===== src/rtl/sce_pkg.sv =====
// ----------------------------------------------------------------------------
// sce_pkg
// Types, constants and exp tables for the softmax cross-entropy loss block.
// ----------------------------------------------------------------------------
package sce_pkg;

  typedef enum logic [3:0] {
    ST_IDLE,
    ST_SCAN,
    ST_SCAN_WAIT,
    ST_LBL,
    ST_LN_NORM,
    ST_LN_SQ,
    ST_ACC,
    ST_DIV,
    ST_OUT
  } sce_state_t;

  localparam logic [16:0] LN2_Q16 = 17'd45426;

  function automatic logic [16:0] exp_whole(input logic [3:0] k);
    logic [16:0] v;
    begin
      unique case (k)
        4'd0:    v = 17'd65536;
        4'd1:    v = 17'd24109;
        4'd2:    v = 17'd8869;
        4'd3:    v = 17'd3263;
        4'd4:    v = 17'd1200;
        4'd5:    v = 17'd442;
        4'd6:    v = 17'd162;
        4'd7:    v = 17'd60;
        4'd8:    v = 17'd22;
        4'd9:    v = 17'd8;
        4'd10:   v = 17'd3;
        4'd11:   v = 17'd1;
        default: v = 17'd0;
      endcase
      return v;
    end
  endfunction

  function automatic logic [16:0] exp_sixteenth(input logic [3:0] j);
    logic [16:0] v;
    begin
      unique case (j)
        4'd0:  v = 17'd65536;
        4'd1:  v = 17'd61565;
        4'd2:  v = 17'd57835;
        4'd3:  v = 17'd54331;
        4'd4:  v = 17'd51039;
        4'd5:  v = 17'd47947;
        4'd6:  v = 17'd45042;
        4'd7:  v = 17'd42313;
        4'd8:  v = 17'd39750;
        4'd9:  v = 17'd37341;
        4'd10: v = 17'd35079;
        4'd11: v = 17'd32954;
        4'd12: v = 17'd30957;
        4'd13: v = 17'd29081;
        4'd14: v = 17'd27319;
        default: v = 17'd25664;
      endcase
      return v;
    end
  endfunction

  function automatic logic [16:0] exp_fine(input logic [3:0] i);
    logic [16:0] v;
    begin
      unique case (i)
        4'd0:  v = 17'd65536;
        4'd1:  v = 17'd65280;
        4'd2:  v = 17'd65026;
        4'd3:  v = 17'd64772;
        4'd4:  v = 17'd64520;
        4'd5:  v = 17'd64268;
        4'd6:  v = 17'd64018;
        4'd7:  v = 17'd63768;
        4'd8:  v = 17'd63520;
        4'd9:  v = 17'd63272;
        4'd10: v = 17'd63025;
        4'd11: v = 17'd62780;
        4'd12: v = 17'd62535;
        4'd13: v = 17'd62291;
        4'd14: v = 17'd62048;
        default: v = 17'd61806;
      endcase
      return v;
    end
  endfunction

endpackage


===== src/rtl/sce_exp.sv =====
// ----------------------------------------------------------------------------
// sce_exp
// Two-stage table exp(-d): whole*sixteenth, register, then *fine.
// ----------------------------------------------------------------------------
module sce_exp
  import sce_pkg::*;
(
  input  logic        clk,
  input  logic [15:0] d,
  output logic [16:0] e
);
  logic [33:0] p1;
  logic [16:0] v1_r;
  logic [3:0]  fi_r;
  logic [33:0] p2;

  assign p1 = ({17'd0, exp_whole((d[15:8] >= 8'd12) ? 4'd12 : d[11:8])}
               * {17'd0, exp_sixteenth(d[7:4])}) + 34'd32768;

  always_ff @(posedge clk) begin
    v1_r <= p1[32:16];
    fi_r <= d[3:0];
  end

  assign p2 = ({17'd0, v1_r} * {17'd0, exp_fine(fi_r)}) + 34'd32768;
  assign e  = p2[32:16];
endmodule


===== config.mk =====
export PLATFORM = sky130hd
export DESIGN_NAME = sce_exp
export DESIGN_NICKNAME = d
export VERILOG_FILES = /design/src/rtl/sce_pkg.sv /design/src/rtl/sce_exp.sv
export SDC_FILE = /design/constraint.sdc
export NUM_CORES = 1
export LEC_CHECK = 0
export ABC_CLOCK_PERIOD_IN_PS = 9700
export BUFFER_PORTS_ARGS = -buffer_cell sky130_fd_sc_hd__buf_4
export CAP_MARGIN = 40
export CORE_UTILIZATION = 35
export CTS_CLUSTER_DIAMETER = 200
export DETAILED_ROUTE_END_ITERATION = 7
export HOLD_SLACK_MARGIN = 0.06
export PLACE_DENSITY_LB_ADDON = 0.12
export SYNTH_ARGS = -nofsm -noshare
export SYNTH_HDL_FRONTEND = slang
export SYNTH_SLANG_ARGS = --single-unit

===== constraint.sdc =====
create_clock -name clk -period 9.7 [get_ports clk]
set_clock_uncertainty 0.15 [all_clocks]
set_input_delay 1.455 -clock clk [delete_from_list [all_inputs] [get_ports clk]]
set_output_delay 1.455 -clock clk [all_outputs]
set_load 0.02 [all_outputs]

Word-level counts from Yosys, hierarchy flattened
Memories as Yosys holds them, arrays and structs flattened. A register that Yosys moved wholly into a read port is not among the register bits. Cells that the tools add are included. Widths: inputs -> output; s select.

Multipliers: 2. Add/subtract/negate cells: 2. $lt $le $gt $ge: 1. Mux-type cells: 1.

Operators with widths (count): $add 33x16->33 const B (2); $mul 17x17->33 (2); $ge 8x4->1 const B (1); $mux 4 (1).

Register bits after elaboration: 17. Input bits: 17. ROM bits: 768. Memories kept: 3.

Memories: (no name shown) (depth 16, width 17, rd ports 1, clocked after Yosys merged registers in 0, write ports 0, line sce_pkg.sv:46) `unique case (j)`; (no name shown) (depth 16, width 16, rd ports 1, clocked after Yosys merged registers in 1, write ports 0, line sce_pkg.sv:71) `unique case (i)`; (no name shown) (depth 16, width 15, rd ports 1, clocked after Yosys merged registers in 0, write ports 0, line sce_pkg.sv:24) `unique case (k)`.

Longest topological paths before layout
Gate-level depths: netlist of the first run. An unclocked memory read counts as a cell.

Word-level depth: 5. Gate-level depth with buffers: 31. Gate-level depth less buffers: 29.

Worst setup path after synthesis of the first run
OpenSTA, ideal clock, no wires.

Path kind: in2reg. Start: in d[14]. End: reg v1_r[14]. Arrival time: 8.427 ns. Required time: 9.455 ns. Library setup time: 0.095 ns. Setup slack: 1.027 ns. Stages on the path: 29. Cells stage by stage: or4_1 > buf_2 > a21oi_1 > and2_1 > inv_1 > ha_1 > nand2_1 > o22ai_1 > nand2_1 > clkbuf_1 > nor2_1 > fa_1 > inv_1 > fa_1 > inv_1 > fa_1 > fa_1 > fa_1 > inv_1 > fa_1 > inv_1 > ha_1 > clkbuf_1 > nand4_1 > or3b_2 > a311o_1 > a31o_1 > a211o_1 > o311ai_1.

Cells in the longest elaborated chain, start to end: 5.

RTL lines: start: declaration (line sce_exp.sv:9) `input logic [15:0] d,`; $ge 8x4->1 (line sce_exp.sv:17) `assign p1 = ({17'd0, exp_whole((d[15:8] >= 8'd12) ? 4'd12 : d[11:8])}`; $mux 4 (line sce_exp.sv:17); $mem_v2 16x15; $mul 17x17->33 (line sce_exp.sv:18) `* {17'd0, exp_sixteenth(d[7:4])}) + 34'd32768;`; $add 33x16->33 (line sce_exp.sv:18); via p1[30] (line sce_exp.sv:12) `logic [33:0] p1;`; end signal: assignment (line sce_exp.sv:21) `v1_r <= p1[32:16];`; end: declaration (line sce_exp.sv:13) `logic [16:0] v1_r;`.

The timed path passes the listed nets, and every way through them passes these cells.

Worst setup path in the final report of the first run
Ends and elaborated chain as after synthesis.

==> results.cfg, run 1 <==
[finish]
drive_gt1_frac = 0.04577
final_nets = 2873
stdcell_count = 2873
diodes = 0
area_delta_synth_final_pct = 6.390

[placement]
io_buffers = 33
pre_cts_ws_ns = 0.4588
dp.final_hpwl_mm = 42.37
placed_cells = 2865
gp_congestion = 0.8391

[timing]
max_slew.worst_pin.slew_ns = 0.8730
finalSetupViolCount = 0
fin_setup_tns_ns = 0
clock.fmax_mhz = 110.6
slew_viol_final = 0
post-route-period-util = 0.9318
rsz0062_at_grt = false
slew_headroom = 0.4174
setup_slack_ns = 0.6618
period_needed_ns = 9.038
finalHoldViolCount = 0

[yosys]
syn_inst = 2190
ys_types = 70
ys_ff_latch = 30
synth.area.top_cells = fa_1 (42%), ha_1 (18%), inv_1 (11%)
yosys_warnings = 0
yosysSeqAreaShare = 0.03169
synth_edf_count = 0
syn_avg_cell_area_um2 = 8.654
netlist_area_mm2 = 0.01895
synth_top_cell_by_area = fa_1
syn_nets = 2879
yosys.area.top_type_share = 0.4183
async_reset_ff_frac = 0
ys.flop_type = dfxtp_1

[detailed_routing]
wl_mm = 49.01
drt-initial-drc-count = 399
drtAntennaViolNets = 0
drcViolationCount = 0
avgViaCountPerCell = 4.788
firstDrtPassIters = 5
routedWlPerCell_um = 17.06
num_vias = 13755

[worst_setup_path]
cp-end-kind = flop
critical_path_class = in2reg
crit_required_ns = 9.72
worst_ep_arrival_time_ns = 9.06
worstSetupStartpointType = input port
path_max_fanout = 14

[worst_hold_path]
hold_path_class = in2reg
worstHoldPathCells = 1
holdCritStartpoint = d[0]

[power]
switching_share = 0.4662
p_seq_frac = 0.215
total_power_w = 0.0007359
max-vdd-ir-drop_mv = 0.04816
pwr-share-clk = 0.213
share_comb_of_total_power = 0.572
p_per_area_mw_per_mm2 = 36.49
p_leak_nw = 10.83
p_int_w = 0.0003928
switchingPower_w = 0.0003431

[job]
drv_cap = 0

[floorplan]
die_h_um = 234.7
core.rowCount = 84
dieArea_mm2 = 0.05509
start_util = 0.3571
die_w_um = 234.7
core_area_mm2 = 0.05308
pin_count = 34

[clock_tree]
clockBufferDepth = 2
clk_pin_slew_ns = 0.05
hold_buffers = 0
cts-root-buf = clkbuf_16
ctsResizeCount = 0
cts_made_buffers = 5
htree_levels = 2
cts_tree = built
cts.sinks = 30
post-cts-setup-buffers = 0

[global_route]
grt_pass1_vias = 15189
overflow = 0
grt_util_all_layers = 0.1841
grt_max_degree = 32
grt_antenna_before_repair = 0
grt_pass1_wl_mm = 81.43

[run_status]
status = finished, final reports clean
## worst max-delay path: stages
cell	delay (ns)
buf_4	0.11
or4_1	0.69
a21oi_1	0.21
and2_1	0.20
ha_1	0.23
nand3_1	0.09
o21ai_0	0.18
nand2_1	0.47
or2_2	0.46
fa_1	0.42
inv_1	0.09
fa_1	0.42
inv_1	0.09
fa_1	0.38
inv_1	0.08
fa_1	0.43
fa_1	0.49
inv_1	0.05
fa_1	0.47
inv_1	0.04
ha_1	0.38
nand4_1	0.18
or3b_2	0.47
a311o_1	0.38
a31o_1	0.26
a211o_1	0.26
o311ai_1	0.08
## Yosys cell counts, drive strengths merged, types with 5 or more instances
master / count
o211ai: 5
xor2: 11
nor3: 17
o21ai: 33
nand3: 22
nand2: 210
and2: 109
and3: 9
a31oi: 7
clkbuf: 72
ha: 276
xnor2: 26
buf: 8
nor4: 6
o21a: 12
a21oi: 50
a21o: 26
fa: 396
nand2b: 15
a211o: 6
mux2i: 7
or2: 14
nand4: 9
nor2: 200
a211oi: 11
nor2b: 5
dfxtp: 30
inv: 538
## placed cells by master (no fill, tap or decap), types with 3 or more instances in the layout
cell type	n
a221oi_1	3
and2_1	109
a31oi_1	6
a2bb2oi_1	3
nor3_1	16
buf_4	67
mux2i_1	7
a21oi_1	50
clkbuf_16	5
a211oi_1	11
nand3b_1	4
o21a_1	12
or3_1	4
nand4_1	9
a21o_1	26
o21ai_0	26
and4_1	3
a211o_1	6
o211ai_1	5
nor4_1	5
o21ai_1	7
nand3_1	21
nand2b_1	15
fa_1	396
ha_1	276
nor2b_1	5
xnor2_1	26
a311oi_1	3
dfxtp_1	30
o21bai_1	4
nor2_1	200
xor2_1	11
and3_1	9
or2_2	13
nand2_1	210
a311o_1	3
inv_1	537
## layer usage
| layer | part of all wire | routed length, um | GRT usage |
|---|---|---|---|
| met1 | 0.49 | 24050 | 0.2602 |
| met2 | 0.46 | 22760 | 0.3120 |
| met3 | 0.021 | 1015 | 0.004112 |
| met4 | 0.024 | 1184 | 0.04645 |
| met5 | 0 | 0 | 0 |
## power by group through the flow
stage	registers [W]	logic (W)	clock network, W
2_1_floorplan	0.000136	0.000297	0
3_3_place_gp	0.000161	0.000424	0
3_5_place_dp	0.000161	0.000426	0
4_1_cts	0.000158	0.000429	0.000161
5_1_grt	0.000160	0.000477	0.000167
6_report	0.000158	0.000421	0.000157
## stage by stage
| stage | instance area [um^2] | utilization | hold slack (ns) |
|---|---|---|---|
| after floorplan | 18950 | - | 1.333 |
| after global placement | 20010 | 0.3771 | 1.496 |
| after detailed placement | 20010 | 0.3771 | 1.497 |
| after CTS | 20160 | 0.3799 | 1.210 |
| after global routing | 20160 | 0.3799 | 1.211 |
| final | 20160 | 0.3799 | 1.219 |
## logic make-up after synthesis
| group | count (synthesis) | synth area share |
|---|---|---|
| fa+ha+maj | 672 | 0.6005 |
| simple gates | 634 | 0.1553 |
| buf+inv | 619 | 0.1228 |
| compound gates | 189 | 0.06721 |
| xor+xnor | 37 | 0.01710 |
| flops | 30 | 0.03169 |
| mux | 9 | 0.005479 |
## area by class of cell
class | count | area [um^2]
fillers | 5465 | 32910
multi-input cells | 1541 | 16030
inverters | 539 | 2023
well taps | 688 | 860.8
flip-flops and latches | 30 | 600.6
repair buffers | 67 | 503.0
clock buffers | 6 | 138.9
clock inverters | 2 | 12.51
## worst max-delay path by stage
stage	startpoint	end	slack [ns]	cells past startpoint
after floorplan	d[14]	v1_r[14]	1.03	29
after global placement	d[14]	v1_r[14]	0.59	25
after detailed placement	d[14]	v1_r[14]	0.46	27
after CTS	d[14]	v1_r[14]	0.72	27
after global routing	d[14]	v1_r[15]	0.28	26
final	d[14]	v1_r[14]	0.66	27
Note: power is estimated with default switching activity, not from simulation.
==> run 2: changes to the inputs <==
--- a/config.mk
+++ b/config.mk
@@ -13,6 +13,7 @@
 export DETAILED_ROUTE_END_ITERATION = 7
 export HOLD_SLACK_MARGIN = 0.06
 export PLACE_DENSITY_LB_ADDON = 0.12
+export RECOVER_POWER = 50
 export SYNTH_ARGS = -nofsm -noshare
 export SYNTH_HDL_FRONTEND = slang
 export SYNTH_SLANG_ARGS = --single-unit
==> results.cfg, run 2 (synthesis gave the netlist of run 1 again) <==
[finish]
final_nets = 2873
final_common_cell = inv_1
area_delta_synth_final_pct = 6.232
stdcell_count = 2873
drive_gt1_frac = 0.04211
final_cell_mix = inv_1 (537), fa_1 (396), ha_1 (276), nand2_1 (210), nor2_1 (200)
diodes = 0

[global_route]
met2_usage = 0.3120
grtUsageMet3 = 0.004112
overflow = 0
met1_usage = 0.2602
grt_antenna_before_repair = 0
grt_pass1_vias = 15189
grt_util_all_layers = 0.1841
grt_pass1_wl_mm = 81.43
grt_max_degree = 32
top_usage_layer = met2

[floorplan]
pin_count = 34
die_w_um = 234.7
core.rowCount = 84
start_util = 0.3571
core_area_mm2 = 0.05308
dieArea_mm2 = 0.05509
die_h_um = 234.7

[worst_setup_path]
critical_path_class = in2reg
crit_required_ns = 9.71
worstSetupStartpointType = input port
path_max_fanout = 9
critPathSlowestCell = or4_1
crit_end = v1_r[15]
cp-end-kind = flop
crit_buf_inv = 7
crit_top_cell = fa_1
critPathTopFamily = adder cells
slowest_delay_ns = 0.69
cp.depth = 29
worstSetupStartpoint = d[14]
worst_ep_arrival_time_ns = 9.16

[detailed_routing]
wl_mm = 49.06
routedWlPerCell_um = 17.08
drtAntennaViolNets = 0
firstDrtPassIters = 5
drcViolationCount = 0
drt-initial-drc-count = 439
avgViaCountPerCell = 4.801
num_vias = 13793

[placement]
gp_congestion = 0.8391
placed_cells = 2865
dp.final_hpwl_mm = 42.37
io_buffers = 33

[clock_tree]
post-cts-setup-buffers = 0
cts.sinks = 30
cts_made_buffers = 5
clockBufferDepth = 2
htree_levels = 2
ctsResizeCount = 0
cts-root-buf = clkbuf_16
clk_pin_slew_ns = 0.05
hold_buffers = 0
cts_tree = built

[power]
p_leak_nw = 10.80
p_per_area_mw_per_mm2 = 36.28
max-vdd-ir-drop_mv = 0.04817

[timing]
clock.fmax_mhz = 109.2
period_needed_ns = 9.158
fin_setup_tns_ns = 0
max_slew.worst_pin.slew_ns = 0.8668
slew_viol_final = 0
finalHoldViolCount = 0
rsz0062_at_grt = false
post-route-period-util = 0.9441
slew_headroom = 0.4216
finalSetupViolCount = 0

[job]
drv_cap = 0

[run_status]
status = finished, final reports clean

[worst_hold_path]
hold_path_class = in2reg
run 2: changes by cell type in the layout (fill, tap and decap cells not counted):
cell	before	now
and2_0	0	2
and2_1	109	107
clkbuf_1	0	8
o21ai_0	26	27
o21ai_1	7	6
buf_4	67	59
run 2: cell type report:
cell class	count	area [um^2]
Sequential cell	30	600.6
Fill cell	5470	32940
Inverter	539	2023
Multi-Input combinational cell	1541	16030
Tap cell	688	860.8
Timing Repair Buffer	67	473.0
Clock buffer	6	138.9
Clock inverter	2	12.51
run 2: worst min-delay path by stage:
stage | startpoint | endpoint | slack, ns | cells after the start
CTS | d[0] | flop | 1.21 | 1
detailed placement | d[0] | flop | 1.50 | 1
global placement | d[0] | flop | 1.50 | 1
floorplan | d[0] | flop | 1.33 | 0
global route | d[1] | flop | 1.30 | 2
finish | d[1] | flop | 1.29 | 2
run 2: metrics by stage:
step / utilization / power, W / hold WS, ns / setup WS, ns / cell area [um^2]
after floorplan: - / 0.0004332 / 1.333 / 1.027 / 18950
after global placement: 0.3771 / 0.0005852 / 1.496 / 0.5881 / 20010
after detailed placement: 0.3771 / 0.0005876 / 1.497 / 0.4588 / 20010
after CTS: 0.3799 / 0.0007480 / 1.210 / 0.7203 / 20160
after global routing: 0.3793 / 0.0007980 / 1.296 / 0.1551 / 20130
final: 0.3793 / 0.0007304 / 1.291 / 0.5425 / 20130
run 2: power by group:
part / switching (W) / leakage, nW / internal (W)
Clock: 0.0000555 / 0.0729 / 0.000101
Sequential: 0.0000282 / 0.246 / 0.000130
Combinational: 0.000259 / 10.5 / 0.000156
run 2: metal layers:
layer | vias up | part of all wire | wire [um]
met3 | 63 | 0.022 | 1097
met1 | 6884 | 0.49 | 24020
met4 | 0 | 0.024 | 1199
met2 | 233 | 0.46 | 22740
li1 | 6613 | - | -
met5 | - | 0 | 0
==> run 3: changes to the inputs <==
--- a/config.mk
+++ b/config.mk
@@ -6,11 +6,12 @@
 export NUM_CORES = 1
 export LEC_CHECK = 0
 export ABC_CLOCK_PERIOD_IN_PS = 9700
-export BUFFER_PORTS_ARGS = -buffer_cell sky130_fd_sc_hd__buf_4
 export CAP_MARGIN = 40
+export CORE_MARGIN = 2
 export CORE_UTILIZATION = 35
 export CTS_CLUSTER_DIAMETER = 200
 export DETAILED_ROUTE_END_ITERATION = 7
+export DONT_BUFFER_PORTS = 1
 export HOLD_SLACK_MARGIN = 0.06
 export PLACE_DENSITY_LB_ADDON = 0.12
 export RECOVER_POWER = 50
==> results.cfg, run 3 (synthesis gave the netlist of run 1 again) <==
[finish]
final_common_cell = inv_1
final_cell_mix = inv_1 (537), fa_1 (396), ha_1 (276), nand2_1 (210), nor2_1 (200)
drive_gt1_frac = 0.03293
final_nets = 2844
stdcell_count = 2852
diodes = 0
area_delta_synth_final_pct = 5.407

[detailed_routing]
drtAntennaViolNets = 0
drcViolationCount = 0
num_vias = 13790
firstDrtPassIters = 5
drt-initial-drc-count = 550
wl_mm = 50.18
routedWlPerCell_um = 17.59
avgViaCountPerCell = 4.835

[worst_setup_path]
worst_ep_arrival_time_ns = 9.10
worstSetupStartpointType = input port
path_max_fanout = 11
slowest_delay_ns = 0.69
critical_path_class = in2reg
crit_required_ns = 9.72
crit_top_cell = fa_1
cp-end-kind = flop
critPathSlowestCell = or4_1

[timing]
finalHoldViolCount = 0
post-route-period-util = 0.9368
slew_headroom = 0.4182
finalSetupViolCount = 0
clock.fmax_mhz = 110.1
fin_setup_tns_ns = 0
setup_slack_ns = 0.6135
slew_viol_final = 0
timing.hold.ws_ns = 1.037
max_slew.worst_pin.slew_ns = 0.8715
rsz0062_at_grt = false
period_needed_ns = 9.087

[global_route]
grt_util_all_layers = 0.1874
grt_max_degree = 32
grt_antenna_before_repair = 0
overflow = 0
grt_pass1_wl_mm = 83.32
grt_pass1_vias = 15290

[job]
drv_cap = 0

[power]
max-vdd-ir-drop_mv = 0.04595
p_per_area_mw_per_mm2 = 36.70
p_leak_nw = 10.69

[clock_tree]
cts-root-buf = clkbuf_16
post-cts-setup-buffers = 0
cts_made_buffers = 5
htree_levels = 2
cts_tree = built
clockBufferDepth = 2
ctsResizeCount = 0
clk_pin_slew_ns = 0.06
cts.sinks = 30
hold_buffers = 0

[floorplan]
pin_count = 34
core_area_mm2 = 0.05371
dieArea_mm2 = 0.05603
die_h_um = 236.7
core.rowCount = 85
die_w_um = 236.7
start_util = 0.3529

[worst_hold_path]
hold_path_class = in2reg

[placement]
gp_congestion = 0.8860
dp.final_hpwl_mm = 43.05
pre_cts_ws_ns = 0.4354
io_buffers = 0
placed_cells = 2844

[run_status]
status = finished, final reports clean
## run 3: changes by cell type in the layout (fill, tap and decap cells not counted), moves of 2 or more
cell	delta
and2_1	-2
buf_4	-22
clkbuf_1	-8
and2_0	+2
## run 3: where the power goes
group,total (W),switching (W),internal [W]
logic,0.000393,0.000249,0.000144
clock network,0.000179,0.0000591,0.000120
registers,0.000161,0.0000310,0.000130
## run 3: critical path, delay by kind of cell
| kind | cells | cell delay, ns |
|---|---|---|
| XOR/XNOR | 1 | 0.17 |
| AND/OR/NAND/NOR | 6 | 1.97 |
| AO/OA/AOI/OAI | 5 | 1.38 |
| adder cells (fa/ha/maj) | 8 | 3.63 |
| buffers and inverters | 5 | 0.32 |
| multiplexers | 1 | 0.19 |
## run 3: cell type report
| class | instances | area [um^2] |
|---|---|---|
| clock buffer | 5 | 125.1 |
| clock inverter | 3 | 40.04 |
| fill | 5610 | 33730 |
| inverter | 539 | 2023 |
| multi-input combinational | 1541 | 16030 |
| sequential | 30 | 600.6 |
| tap | 696 | 870.8 |
| timing repair buffer | 38 | 292.8 |
## run 3: metal layers
metal,vias up,wire (um),GRT usage
met4,0,887,0.03644
met3,39,911,0.009443
met2,160,24430,0.3329
li1,6557,-,-
met5,-,0,0
met1,7034,23950,0.2543
## run 3: metrics by stage
step	total power, W	cell area (um^2)	utilization
2_1_floorplan	0.0004332	18950	-
3_3_place_gp	0.0005570	19790	0.3685
3_5_place_dp	0.0005603	19810	0.3689
4_1_cts	0.0007450	19980	0.3720
5_1_grt	0.0007968	19980	0.3720
6_report	0.0007331	19980	0.3720
## run 3: worst paths after layout
kind	cells after the start	endpoint	start	slack [ns]
worst min-delay path	0	flop	d[0]	1.04
worst max-delay path	26	v1_r[7]	d[14]	0.61
